<file path="src/sv/bdlp_pkg.sv">
// Shared constants and types for the button debounce / long-press block.
`timescale 1ns / 1ps
package bdlp_pkg;

  localparam int unsigned NUM_BUTTONS_DEF = 4;   // default lane count
  localparam int unsigned IN_BTN_W        = 4;   // button levels carried by one request
  localparam int unsigned TIME_W          = 32;  // millisecond timestamp
  localparam int unsigned CFG_W           = 16;  // width of each config register
  localparam int unsigned CFG_IDX_W       = 2;
  localparam int unsigned PCT_W           = 7;
  localparam int unsigned PCT_MAX         = 100;
  localparam int unsigned PCT_MUL_W       = 7;   // bits of the constant 100
  localparam int unsigned NUM_W           = TIME_W + PCT_MUL_W;  // elapsed * 100
  localparam int unsigned IN_TDATA_W      = 40;
  localparam int unsigned OUT_TDATA_W     = 24;

  localparam logic [CFG_W-1:0] DEBOUNCE_RST   = 16'd50;
  localparam logic [CFG_W-1:0] PROG_START_RST = 16'd300;
  localparam logic [CFG_W-1:0] SLEEP_TRIG_RST = 16'd1800;

  typedef enum logic [CFG_IDX_W-1:0] {
    REG_DEBOUNCE   = 2'd0,
    REG_PROG_START = 2'd1,
    REG_SLEEP_TRIG = 2'd2
  } cfg_reg_e;

  // Power key events of one scan
  typedef struct packed {
    logic overlay_shown;
    logic open;
    logic valid;
    logic sleep;
    logic close;
    logic back;
  } pwr_evt_t;

endpackage

</file>
<file path="src/sv/bdlp_lane.sv">
// One button lane: edge capture, press timestamp and debounced flag.
`timescale 1ns / 1ps
module bdlp_lane
  import bdlp_pkg::*;
(
  input  logic              clk_i,
  input  logic              rst_ni,
  input  logic              en_i,
  input  logic              level_i,
  input  logic [TIME_W-1:0] now_i,
  input  logic [CFG_W-1:0]  debounce_i,
  output logic              flag_o
);

  logic              last_q, last_d;
  logic              flag_q, flag_d;
  logic [TIME_W-1:0] start_q, start_d;
  logic [TIME_W-1:0] held;

  always_comb begin
    held    = now_i - start_q;
    last_d  = level_i;
    start_d = start_q;
    flag_d  = flag_q;
    if (level_i && !last_q) begin
      start_d = now_i;
      flag_d  = 1'b0;
    end else if (level_i && !flag_q) begin
      if (held >= TIME_W'(debounce_i)) flag_d = 1'b1;
    end else if (!level_i) begin
      flag_d = 1'b0;
    end
  end

  always_ff @(posedge clk_i or negedge rst_ni) begin
    if (!rst_ni) begin
      last_q  <= 1'b0;
      flag_q  <= 1'b0;
      start_q <= '0;
    end else if (en_i) begin
      last_q  <= last_d;
      flag_q  <= flag_d;
      start_q <= start_d;
    end
  end

  assign flag_o = flag_q;

endmodule

</file>
<file path="src/sv/bdlp_power.sv">
// Power key hold tracking: overlay, sleep, close and back events.
`timescale 1ns / 1ps
module bdlp_power
  import bdlp_pkg::*;
(
  input  logic              clk_i,
  input  logic              rst_ni,
  input  logic              en_i,
  input  logic              level_i,
  input  logic [TIME_W-1:0] now_i,
  input  logic [CFG_W-1:0]  debounce_i,
  input  logic [CFG_W-1:0]  prog_start_i,
  input  logic [CFG_W-1:0]  sleep_trig_i,
  output pwr_evt_t          evt_o,
  output logic [TIME_W-1:0] elapsed_o
);

  logic              last_q;
  logic              ostart_q, ostart_d, ostart_eff;
  logic              trig_q, trig_d, trig_eff;
  logic              shown_q, shown_d, shown_eff;
  logic [TIME_W-1:0] start_q, start_eff;
  logic [TIME_W-1:0] dur, elapsed;
  logic              rise, fall;
  pwr_evt_t          evt_d, evt_q;
  logic [TIME_W-1:0] elapsed_q;

  always_comb begin
    rise       = level_i & ~last_q;
    fall       = ~level_i & last_q;
    start_eff  = rise ? now_i : start_q;
    ostart_eff = rise ? 1'b0 : ostart_q;
    trig_eff   = rise ? 1'b0 : trig_q;
    shown_eff  = rise ? 1'b0 : shown_q;
    dur        = now_i - start_eff;
    elapsed    = dur - TIME_W'(prog_start_i);
    evt_d      = '0;
    ostart_d   = ostart_eff;
    trig_d     = trig_eff;
    shown_d    = shown_eff;
    if (level_i) begin
      if (!ostart_eff && dur >= TIME_W'(prog_start_i)) begin
        ostart_d   = 1'b1;
        shown_d    = 1'b1;
        evt_d.open = 1'b1;
      end
      if (ostart_d && !trig_eff) begin
        evt_d.valid = 1'b1;
        if (dur >= TIME_W'(sleep_trig_i)) begin
          trig_d      = 1'b1;
          shown_d     = 1'b0;
          evt_d.sleep = 1'b1;
        end
      end
    end
    if (fall) begin
      evt_d.close = ostart_q & ~trig_q;
      evt_d.back  = ~ostart_q & (dur >= TIME_W'(debounce_i));
      ostart_d    = 1'b0;
      trig_d      = 1'b0;
      shown_d     = 1'b0;
    end
    evt_d.overlay_shown = shown_d;
  end

  always_ff @(posedge clk_i or negedge rst_ni) begin
    if (!rst_ni) begin
      last_q    <= 1'b0;
      start_q   <= '0;
      ostart_q  <= 1'b0;
      trig_q    <= 1'b0;
      shown_q   <= 1'b0;
      evt_q     <= '0;
      elapsed_q <= '0;
    end else if (en_i) begin
      last_q    <= level_i;
      start_q   <= start_eff;
      ostart_q  <= ostart_d;
      trig_q    <= trig_d;
      shown_q   <= shown_d;
      evt_q     <= evt_d;
      elapsed_q <= elapsed;
    end
  end

  assign evt_o     = evt_q;
  assign elapsed_o = elapsed_q;

endmodule

</file>
<file path="src/sv/bdlp_div.sv">
// Restoring divider, one quotient bit per cycle, result capped at 100.
`timescale 1ns / 1ps
module bdlp_div
  import bdlp_pkg::*;
(
  input  logic             clk_i,
  input  logic             rst_ni,
  input  logic             start_i,
  input  logic [NUM_W-1:0] num_i,
  input  logic [CFG_W-1:0] den_i,
  output logic             done_o,
  output logic [PCT_W-1:0] quot_o
);

  localparam int unsigned CNT_W = $clog2(NUM_W + 1);

  logic             busy_q, done_q;
  logic [CNT_W-1:0] cnt_q;
  logic [CFG_W-1:0] rem_q;
  logic [NUM_W-1:0] quo_q;
  logic [CFG_W:0]   trial, diff;
  logic             qbit;

  always_comb begin
    trial = {rem_q, quo_q[NUM_W-1]};
    diff  = trial - {1'b0, den_i};
    qbit  = (trial >= {1'b0, den_i});
  end

  always_ff @(posedge clk_i or negedge rst_ni) begin
    if (!rst_ni) begin
      busy_q <= 1'b0;
      done_q <= 1'b0;
      cnt_q  <= '0;
      rem_q  <= '0;
      quo_q  <= '0;
    end else begin
      done_q <= 1'b0;
      if (start_i) begin
        busy_q <= 1'b1;
        cnt_q  <= CNT_W'(NUM_W);
        rem_q  <= '0;
        quo_q  <= num_i;
      end else if (busy_q) begin
        rem_q <= qbit ? diff[CFG_W-1:0] : trial[CFG_W-1:0];
        quo_q <= {quo_q[NUM_W-2:0], qbit};
        cnt_q <= cnt_q - 1'b1;
        if (cnt_q == CNT_W'(1)) begin
          busy_q <= 1'b0;
          done_q <= 1'b1;
        end
      end
    end
  end

  assign done_o = done_q;
  assign quot_o = ((|quo_q[NUM_W-1:PCT_W]) || (quo_q[PCT_W-1:0] > PCT_W'(PCT_MAX)))
                  ? PCT_W'(PCT_MAX) : quo_q[PCT_W-1:0];

endmodule

</file>
<file path="src/sv/button_debounce_long_press_top.sv">
// Top level of the button debounce and power key long-press detector.
`timescale 1ns / 1ps
// One request is one scan: a 32-bit millisecond timestamp, the levels of four
// buttons and the power key level. Each request yields exactly one result.
// Every button has its own lane that captures the press time on a rising edge
// and sets its debounced flag once the hold (modulo 2^32) reaches debounce_ms;
// the lanes work side by side in the accept cycle and their flags are merged
// into pressed_flags. The power key logic opens the progress overlay, reports
// the hold percent, requests sleep and flags close or back on release. The
// block takes one request at a time: a scan without a percent to compute
// goes from the evaluate state straight to the output state, while a scan
// that reports progress waits for the one-bit-per-cycle divider to work
// through the 39-bit product elapsed*100. The output register lets the next
// request enter while a result waits to be taken. Config registers
// (0 debounce_ms, 1 progress_start_ms, 2 sleep_trigger_ms) are written by
// cfg_we_i and must only change while no request is in flight.
module button_debounce_long_press_top
  import bdlp_pkg::*;
#(
  parameter int unsigned NUM_BUTTONS = NUM_BUTTONS_DEF
) (
  input  logic                   clk_i,
  input  logic                   rst_ni,
  input  logic                   cfg_we_i,
  input  logic [CFG_IDX_W-1:0]   cfg_idx_i,
  input  logic [CFG_W-1:0]       cfg_wdata_i,
  input  logic                   s_axis_tvalid,
  output logic                   s_axis_tready,
  // [31:0] time_ms, [35:32] button_levels, [36] power_level, [39:37] zero
  input  logic [IN_TDATA_W-1:0]  s_axis_tdata,
  output logic                   m_axis_tvalid,
  input  logic                   m_axis_tready,
  // [3:0] pressed_flags, [4] overlay_active, [5] overlay_open,
  // [6] progress_valid, [13:7] progress_percent, [14] sleep_request,
  // [15] overlay_close, [16] back_action, [23:17] zero
  output logic [OUT_TDATA_W-1:0] m_axis_tdata
);

  typedef enum logic [1:0] {
    S_IDLE,
    S_EVAL,  // power events registered, load divider
    S_DIV,
    S_OUT
  } state_e;

  state_e state_q;

  // Config registers
  logic [CFG_W-1:0] deb_q, prog_q, trig_q;

  always_ff @(posedge clk_i or negedge rst_ni) begin
    if (!rst_ni) begin
      deb_q  <= DEBOUNCE_RST;
      prog_q <= PROG_START_RST;
      trig_q <= SLEEP_TRIG_RST;
    end else if (cfg_we_i) begin
      unique case (cfg_idx_i)
        REG_DEBOUNCE:   deb_q  <= cfg_wdata_i;
        REG_PROG_START: prog_q <= cfg_wdata_i;
        REG_SLEEP_TRIG: trig_q <= cfg_wdata_i;
        default: ;  // unused index, write dropped
      endcase
    end
  end

  logic              accept;
  logic [TIME_W-1:0] now;
  logic [IN_BTN_W-1:0] levels;
  logic              pwr;

  assign s_axis_tready = (state_q == S_IDLE);
  assign accept        = s_axis_tvalid & s_axis_tready;
  assign now           = s_axis_tdata[TIME_W-1:0];
  assign levels        = s_axis_tdata[TIME_W +: IN_BTN_W];
  assign pwr           = s_axis_tdata[TIME_W + IN_BTN_W];

  // Button lanes
  logic [NUM_BUTTONS-1:0] lane_flag;

  for (genvar i = 0; i < NUM_BUTTONS; i++) begin : g_lane
    logic lvl;
    if (i < IN_BTN_W) begin : g_in
      assign lvl = levels[i];
    end else begin : g_none
      assign lvl = 1'b0;  // not wired to the scan, reads released
    end
    bdlp_lane u_lane (
      .clk_i      (clk_i),
      .rst_ni     (rst_ni),
      .en_i       (accept),
      .level_i    (lvl),
      .now_i      (now),
      .debounce_i (deb_q),
      .flag_o     (lane_flag[i])
    );
  end

  // Merge lane flags into the reported field
  logic [IN_BTN_W-1:0] flags;

  for (genvar j = 0; j < IN_BTN_W; j++) begin : g_merge
    if (j < NUM_BUTTONS) begin : g_used
      assign flags[j] = lane_flag[j];
    end else begin : g_unused
      assign flags[j] = 1'b0;
    end
  end

  // Power key
  pwr_evt_t          evt;
  logic [TIME_W-1:0] elapsed;

  bdlp_power u_power (
    .clk_i        (clk_i),
    .rst_ni       (rst_ni),
    .en_i         (accept),
    .level_i      (pwr),
    .now_i        (now),
    .debounce_i   (deb_q),
    .prog_start_i (prog_q),
    .sleep_trig_i (trig_q),
    .evt_o        (evt),
    .elapsed_o    (elapsed)
  );

  // Percent divider: elapsed*100 / (trigger - start)
  logic             win_ok;
  logic [CFG_W-1:0] window;
  logic             div_start, div_done;
  logic [NUM_W-1:0] div_num;
  logic [PCT_W-1:0] div_quot;

  assign win_ok    = (trig_q > prog_q);
  assign window    = trig_q - prog_q;
  assign div_start = (state_q == S_EVAL) && evt.valid && win_ok;
  assign div_num   = NUM_W'(elapsed) * NUM_W'(PCT_MAX);

  bdlp_div u_div (
    .clk_i   (clk_i),
    .rst_ni  (rst_ni),
    .start_i (div_start),
    .num_i   (div_num),
    .den_i   (window),
    .done_o  (div_done),
    .quot_o  (div_quot)
  );

  // Sequencer and output register
  logic [PCT_W-1:0]       pct_q;
  logic                   m_valid_q;
  logic [OUT_TDATA_W-1:0] m_data_q;
  logic [OUT_TDATA_W-1:0] result;

  assign result = OUT_TDATA_W'({evt.back, evt.close, evt.sleep, pct_q, evt.valid,
                                evt.open, evt.overlay_shown, flags});

  always_ff @(posedge clk_i or negedge rst_ni) begin
    if (!rst_ni) begin
      state_q   <= S_IDLE;
      pct_q     <= '0;
      m_valid_q <= 1'b0;
      m_data_q  <= '0;
    end else begin
      if (m_valid_q && m_axis_tready) m_valid_q <= 1'b0;
      unique case (state_q)
        S_IDLE: begin
          if (accept) state_q <= S_EVAL;
        end
        S_EVAL: begin
          if (evt.valid && win_ok) begin
            state_q <= S_DIV;
          end else begin
            pct_q   <= evt.valid ? PCT_W'(PCT_MAX) : '0;
            state_q <= S_OUT;
          end
        end
        S_DIV: begin
          if (div_done) begin
            pct_q   <= div_quot;
            state_q <= S_OUT;
          end
        end
        S_OUT: begin
          if (!m_valid_q || m_axis_tready) begin
            m_valid_q <= 1'b1;
            m_data_q  <= result;
            state_q   <= S_IDLE;
          end
        end
        default: state_q <= S_IDLE;
      endcase
    end
  end

  assign m_axis_tvalid = m_valid_q;
  assign m_axis_tdata  = m_data_q;

endmodule

</file>
<file path="config.mk">
export PLATFORM = sky130hd
export DESIGN_NAME = button_debounce_long_press_top
export DESIGN_NICKNAME = d
export VERILOG_FILES = /design/src/sv/bdlp_pkg.sv /design/src/sv/bdlp_lane.sv /design/src/sv/bdlp_power.sv /design/src/sv/bdlp_div.sv /design/src/sv/button_debounce_long_press_top.sv
export SDC_FILE = /design/constraint.sdc
export NUM_CORES = 1
export LEC_CHECK = 0
export ABC_AREA = 1
export BUFFER_PORTS_ARGS = -buffer_cell sky130_fd_sc_hd__buf_2
export CAP_MARGIN = 20
export CORE_MARGIN = 2
export CORE_UTILIZATION = 35
export CTS_BUF_LIST = sky130_fd_sc_hd__clkbuf_16
export CTS_CLUSTER_SIZE = 20
export DETAILED_ROUTE_END_ITERATION = 6
export HOLD_SLACK_MARGIN = 0.08
export SLEW_MARGIN = 20
export SYNTH_ARGS = -nofsm -noshare
export SYNTH_HDL_FRONTEND = slang
export SYNTH_SLANG_ARGS = --single-unit
</file>
<file path="constraint.sdc">
create_clock -name clk_i -period 4.9 [get_ports clk_i]
set_input_delay 0.245 -clock clk_i [delete_from_list [all_inputs] [get_ports clk_i]]
set_output_delay 0.245 -clock clk_i [all_outputs]
set_load 0.02 [all_outputs]
</file>
==> flow_summary_export.csv, run 1 <==
group,metric,value,unit
status,status,"completed",
clock_tree,clk_pin_slew_worst_paths,0.06,ns
layout,area_growth,11.3,%
route,drtPass1Iterations,6,
clock_tree,cts_sinks,347,
sta,min_period_over_period,93.2,%
global_routing,grt_max_degree,119,
global_routing,grtUsageTotal,22.1,%
sta,worst_slew_pin_slew,1.05,ns
worst_setup_path,criticalPathCategory,"flip-flop to flip-flop",
place,gp_congestion,0.976,
worst_setup_path,critPathRequiredTime,5.35,ns
floorplanning,die_h,310,microns
sta,slew_viol_final,0,
floorplanning,rows,112,
route,wl,106000,microns
route,wl_met1,45900,microns
synth,synth_commonest_cells,"nand2_1, inv_1, o21ai_0, ha_1, dfrtp_1",
worst_setup_path,path_max_fanout,6,
global_routing,grt_pass1_vias,30800,
floorplanning,core_area,92900,sq um
floorplanning,dieArea,95900,sq um
layout,finalNetCount,5263,
route,highest_layer,"met4",
synth,postSynth.asyncResetShare,100,%
place,hpwl,86300,microns
route,routed-wl-met3,3930,microns
synth,synth_top_area_share,25.7,%
sta,slew_headroom,29.9,%
worst_setup_path,endpoint_kind,"flip-flop",
synth,yosysUniqueCellTypes,61,
route,drc_errors,0,
route,wl_per_cell,17.4,microns
synth,syn_area,32700,sq um
layout,antennaDiodeCount,0,
global_routing,grt_pass1_wl,166000,microns
sta,finalCriticalPeriod,4.56,ns
clock_tree,cts_tree,"yes",
route,dr_wl_met2,51400,microns
sta,finalSetupViolCount,0,
clock_tree,max-clock-path-buffers,3,
sta,fmax,219,MHz
synth,syn_area_per_cell,7.01,sq um
floorplanning,start_util,35.2,%
synth,synth-seq-cells,347,
floorplanning,die_w,310,microns
run,drv_cap,0,
route,ant_nets,0,
sta,finClkSkew,0.0255,ns
synth,yosysWarnings,0,
global_routing,gr-total-overflow,0,
clock_tree,clkLatencyLatePin,0.62,ns
synth,ys_seq_area_share,26.6,%
sta,fin_setup_tns,0,ns
clock_tree,h-tree-depth,2,
worst_setup_path,worstPathArrival,5.02,ns
synth,ys.flop_type,"dfrtp_1",
clock_tree,cts_root_buffer,"clkbuf_16",
sta,grt_setup_unrepaired,"no",
worst_setup_path,startpoint_type,"flip-flop",
floorplanning,ios,89,
synth,syn_inst,4663,
synth,synthTopCellsByArea,"dfrtp_1, ha_1, nand2_1",
sta,hold_viol,0,
layout,drive_gt1_share,6.45,%
place,port_buffers,78,
route,first_iter_violations,2021,
hold_path,min_path_type,"input pin to flip-flop",
route,route.vias.total,30900,
clock_tree,cts_buffers,45,
synth,synth_edf_count,0,
global_routing,antenna_found_initial,1,
synth,synth_area_leader_cell,"dfrtp_1",
route,avgViaCountPerCell,5.10,
synth,yosysMostFrequentCell,"nand2_1",
-- kinds of logic after synthesis --
| logic type | Yosys count | share of synthesized area [%] |
|---|---|---|
| buffers and inverters | 896 | 10.5 |
| AND/OR/NAND/NOR | 1789 | 23.4 |
| flip-flops | 347 | 26.6 |
| adder cells (fa/ha/maj) | 429 | 17.2 |
| other | 1 | 0.0115 |
| XOR/XNOR | 175 | 4.69 |
| multiplexers | 11 | 0.379 |
| AO/OA/AOI/OAI | 1015 | 17.2 |
-- worst paths after layout --
path	slack [ns]	cells after the start	from	endpoint
setup / recovery	0.34	26	u_power.last_q	u_power.elapsed_o[25]
hold reg to reg	0.48	2	m_axis_tdata[15]	m_axis_tdata[15]
hold / removal	0.12	3	s_axis_tdata[2]	u_power.start_q[2]
min in group asynchronous	0.17	2	rst_ni	u_div.rem_q[0]
max in group asynchronous	3.58	3	rst_ni	g_lane[2].u_lane.start_q[27]
setup reg to reg	0.34	26	u_power.last_q	u_power.elapsed_o[25]
-- metrics by stage --
| step | std cells | setup WS [ns] | cell area, sq um | hold WS [ns] | utilization (%) |
|---|---|---|---|---|---|
| after floorplan | 4669 | 0.742 | 32700 | -0.0506 | - |
| after global placement | 5953 | 0.469 | 34600 | 0.255 | 37.3 |
| after detailed placement | 5953 | 0.411 | 34600 | 0.257 | 37.3 |
| after CTS | 6056 | 0.415 | 36300 | 0.0831 | 39.1 |
| after global routing | 6057 | 0.0521 | 36400 | 0.114 | 39.2 |
| final | 6057 | 0.335 | 36400 | 0.119 | 39.2 |
-- cells in the final DEF, fill, tap and decap left out, drive strengths merged, types with 5 or more instances in the layout --
cell / count
clkinv: 19
a21oi: 321
a21o: 21
nand3: 187
o21a: 17
o2111ai: 6
xnor2: 54
nand2: 1095
nand4: 76
o22ai: 11
dfrtp: 336
o21ai: 483
buf: 117
dfstp: 11
nor4: 11
dlygate4sd3: 24
nor3: 52
a21boi: 24
or3: 5
o21bai: 29
o221ai: 27
or2: 7
a31oi: 21
nand3b: 7
nor2: 341
fa: 34
bufinv: 5
inv: 816
xor2: 121
clkbuf: 45
mux2: 11
o31ai: 6
o211ai: 26
ha: 395
a211oi: 7
conb: 7
-- worst max-delay path, cell delays in order, from the launching register on --
cell	delay, ns
dfrtp_1	0.41
inv_2	0.08
nand2_2	0.14
o21ai_0	0.20
ha_1	0.17
inv_1	0.07
ha_1	0.18
inv_1	0.05
nand2_1	0.14
nand2_1	0.11
nand2_1	0.11
xor2_1	0.17
ha_1	0.37
inv_1	0.06
o21bai_1	0.13
a21oi_1	0.08
o21ai_0	0.33
a21boi_0	0.21
o21ai_0	0.45
a21boi_0	0.25
nor2_1	0.15
nand2_1	0.09
nand2_1	0.12
nor2_1	0.05
nand2_1	0.07
xor2_1	0.15
o21ai_1	0.07
-- flip-flops by register name (all words and copies together) (netlist names), 2 cells and up --
register and cells:
m_axis_tdata 17, u_div.rem_q 16, pct_q 7, state_q 2, trig_q 16, prog_q 16
g_lane.u_lane.flag_o 4, deb_q 16, g_lane.u_lane.start_q 128, u_power.evt_o 5, g_lane.u_lane.last_q 4, u_div.quo_q 39
u_div.cnt_q 6, u_power.start_q 32, u_power.elapsed_o 32
-- layout make-up --
cell class                      instances  area (sq um)
Fill cell                           10000         56500
Inverter                              810          3040
Tap cell                             1254          1570
Clock inverter                         34           344
Multi-Input combinational cell       3426         20600
Sequential cell                       347          8700
Clock buffer                           45          1130
Timing Repair Buffer                  141           978
-- repair_timing --
action | CTS | global route
endpoints found under the setup margin | 0 | 2
buffers inserted | 0 | 0
hold buffers | 24 | 0
hold endpoints to repair | 135 | 0
resized for setup | 0 | 1
-- routing by layer --
metal / global-route usage [%] / vias to the layer above
met4: 8.70 / 0
li1: - / 15500
met1: 27.3 / 14500
met5: 0 / -
met2: 39.6 / 684
met3: 1.76 / 229
Power of run 1 is left out: the tool's default activity adds up to more than one toggle a clock period on the data nets, which glitch-free logic cannot reach.
==> inputs of run 2 (changes only) <==
RECOVER_POWER = 25   (was unset)
==> flow_summary_export.csv, run 2 (same netlist as run 1, synthesis figures left out) <==
group,metric,value,unit
layout,drive_gt1_share,6.39,%
sta,hold_viol,0,
place,gp_congestion,0.976,
worst_setup_path,worstPathArrival,5.02,ns
sta,finalCriticalPeriod,4.51,ns
sta,slew_viol_final,73,
route,ant_nets,0,
clock_tree,cts_tree,"yes",
floorplanning,core_area,92900,sq um
sta,finClkSkew,0.0255,ns
clock_tree,clkLatencyLatePin,0.62,ns
place,port_buffers,78,
sta,slew_headroom,-178,%
sta,fin_setup_tns,0,ns
layout,nFillCells,10000,
floorplanning,dieArea,95900,sq um
worst_setup_path,rr_endpoint,"u_power.shown_q",
route,drc_errors,0,
global_routing,grt_pass1_wl,166000,microns
worst_setup_path,r2r_cells,25,
clock_tree,cts_root_buffer,"clkbuf_16",
route,drtPass1Iterations,6,
worst_setup_path,critPathRequiredTime,5.41,ns
clock_tree,clk_pin_slew_worst_paths,0.06,ns
route,first_iter_violations,1928,
hold_path,worstHoldStart,"s_axis_tdata[2]",
worst_setup_path,path_max_fanout,19,
sta,grt_setup_unrepaired,"no",
worst_setup_path,endpoint_kind,"flip-flop",
global_routing,grt_pass1_vias,30800,
layout,largest_reg_flops,128,
route,wl_per_cell,17.4,microns
run,drv_cap,1,
sta,fmax,222,MHz
layout,antennaDiodeCount,0,
clock_tree,h-tree-depth,2,
layout,reg_top3,"g_lane.u_lane.start_q x128, u_div.quo_q x39",
status,status,"complete, but fails checks",
worst_setup_path,worst_r2r_startpoint,"u_power.last_q",
floorplanning,rows,112,
worst_setup_path,startpoint,"u_power.last_q",
floorplanning,ios,89,
layout,final_common_cell,"nand2_1",
global_routing,grt_max_degree,119,
layout,area_growth,11.2,%
clock_tree,cts_sinks,347,
hold_path,holdPathStages,3,
route,route.vias.total,30900,
status,violations,"max-capacitance violations, max-slew violations",
place,hpwl,86300,microns
worst_setup_path,criticalPathCategory,"flip-flop to flip-flop",
floorplanning,start_util,35.2,%
clock_tree,cts_buffers,45,
clock_tree,post_cts_buffers,0,
floorplanning,die_w,310,microns
worst_setup_path,rrSetupSlack,0.39,ns
hold_path,min_path_type,"input pin to flip-flop",
sta,worst_slew_pin_slew,4.18,ns
floorplanning,die_h,310,microns
global_routing,gr-total-overflow,0,
worst_setup_path,startpoint_type,"flip-flop",
hold_path,holdPathEnd,"u_power.start_q[2]",
layout,regMostFlops,"g_lane.u_lane.start_q",
layout,most-common-layout-cells,"nand2_1, inv_1, o21ai_0",
sta,finalSetupViolCount,0,
route,avgViaCountPerCell,5.10,
layout,finalNetCount,5263,
route,wl,106000,microns
sta,min_period_over_period,92.0,%
global_routing,antenna_found_initial,1,
global_routing,grtUsageTotal,22.1,%
clock_tree,max-clock-path-buffers,3,
run 2: stage by stage:
stage          setup slack, ns  instance area, sq um  util [%]  hold slack, ns  cells
3_3_place_gp             0.469                 34600      37.3           0.255   5953
3_5_place_dp             0.411                 34600      37.3           0.257   5953
4_1_cts                  0.415                 36300      39.1          0.0831   6056
2_1_floorplan            0.742                 32700         -         -0.0506   4669
5_1_grt                 0.0521                 36400      39.1           0.114   6057
6_report                 0.393                 36400      39.1           0.122   6057
run 2: layout make-up:
cell class | count | area [sq um] | share of cell area, %
multi-input combinational | 3426 | 20600 | 56.7
tap | 1254 | 1570 | 4.31
timing repair buffer | 141 | 966 | 2.66
clock inverter | 34 | 344 | 0.946
sequential | 347 | 8700 | 23.9
clock buffer | 45 | 1130 | 3.10
inverter | 810 | 3040 | 8.36
run 2: worst max-delay path by stage:
stage | end | cells past startpoint
floorplan | u_power.elapsed_o[25] | 29
global placement | u_power.elapsed_o[25] | 26
detailed placement | u_power.elapsed_o[25] | 26
CTS | u_div.rem_q[3] | 21
global route | u_power.elapsed_o[25] | 26
finish | u_power.shown_q | 25
run 2: worst max-delay path: stages, from the launching register on:
cell	delay, ns
dfrtp_1	0.39
inv_2	0.06
nand2_2	0.18
buf_4	0.28
nand3_2	0.11
nand2_1	0.19
nor2_2	0.08
nand2_1	0.07
nand2_1	0.11
inv_1	0.07
nand2_1	0.12
xnor2_1	0.50
ha_1	0.41
a21oi_1	0.17
a21boi_0	0.50
inv_1	0.10
nand3_1	0.09
nand2_1	0.19
a21oi_1	0.28
nand3_1	0.11
nand2_1	0.11
nand2_1	0.06
nand2_1	0.06
nand2_1	0.04
nand2_1	0.06
nand2_1	0.04
run 2: timing repair:
action	in CTS	in global routing
endpoints found under the setup margin	0	2
endpoints found under the hold margin	135	0
hold buffers	24	0
gates resized for setup	0	1
run 2: per-layer routing:
metal,global-route usage (%),part of all wire [%]
met2,39.6,49
met5,0,0
met3,1.76,3.6
met4,8.70,4.1
met1,27.3,44
Power of run 2 is left out for the same reason.
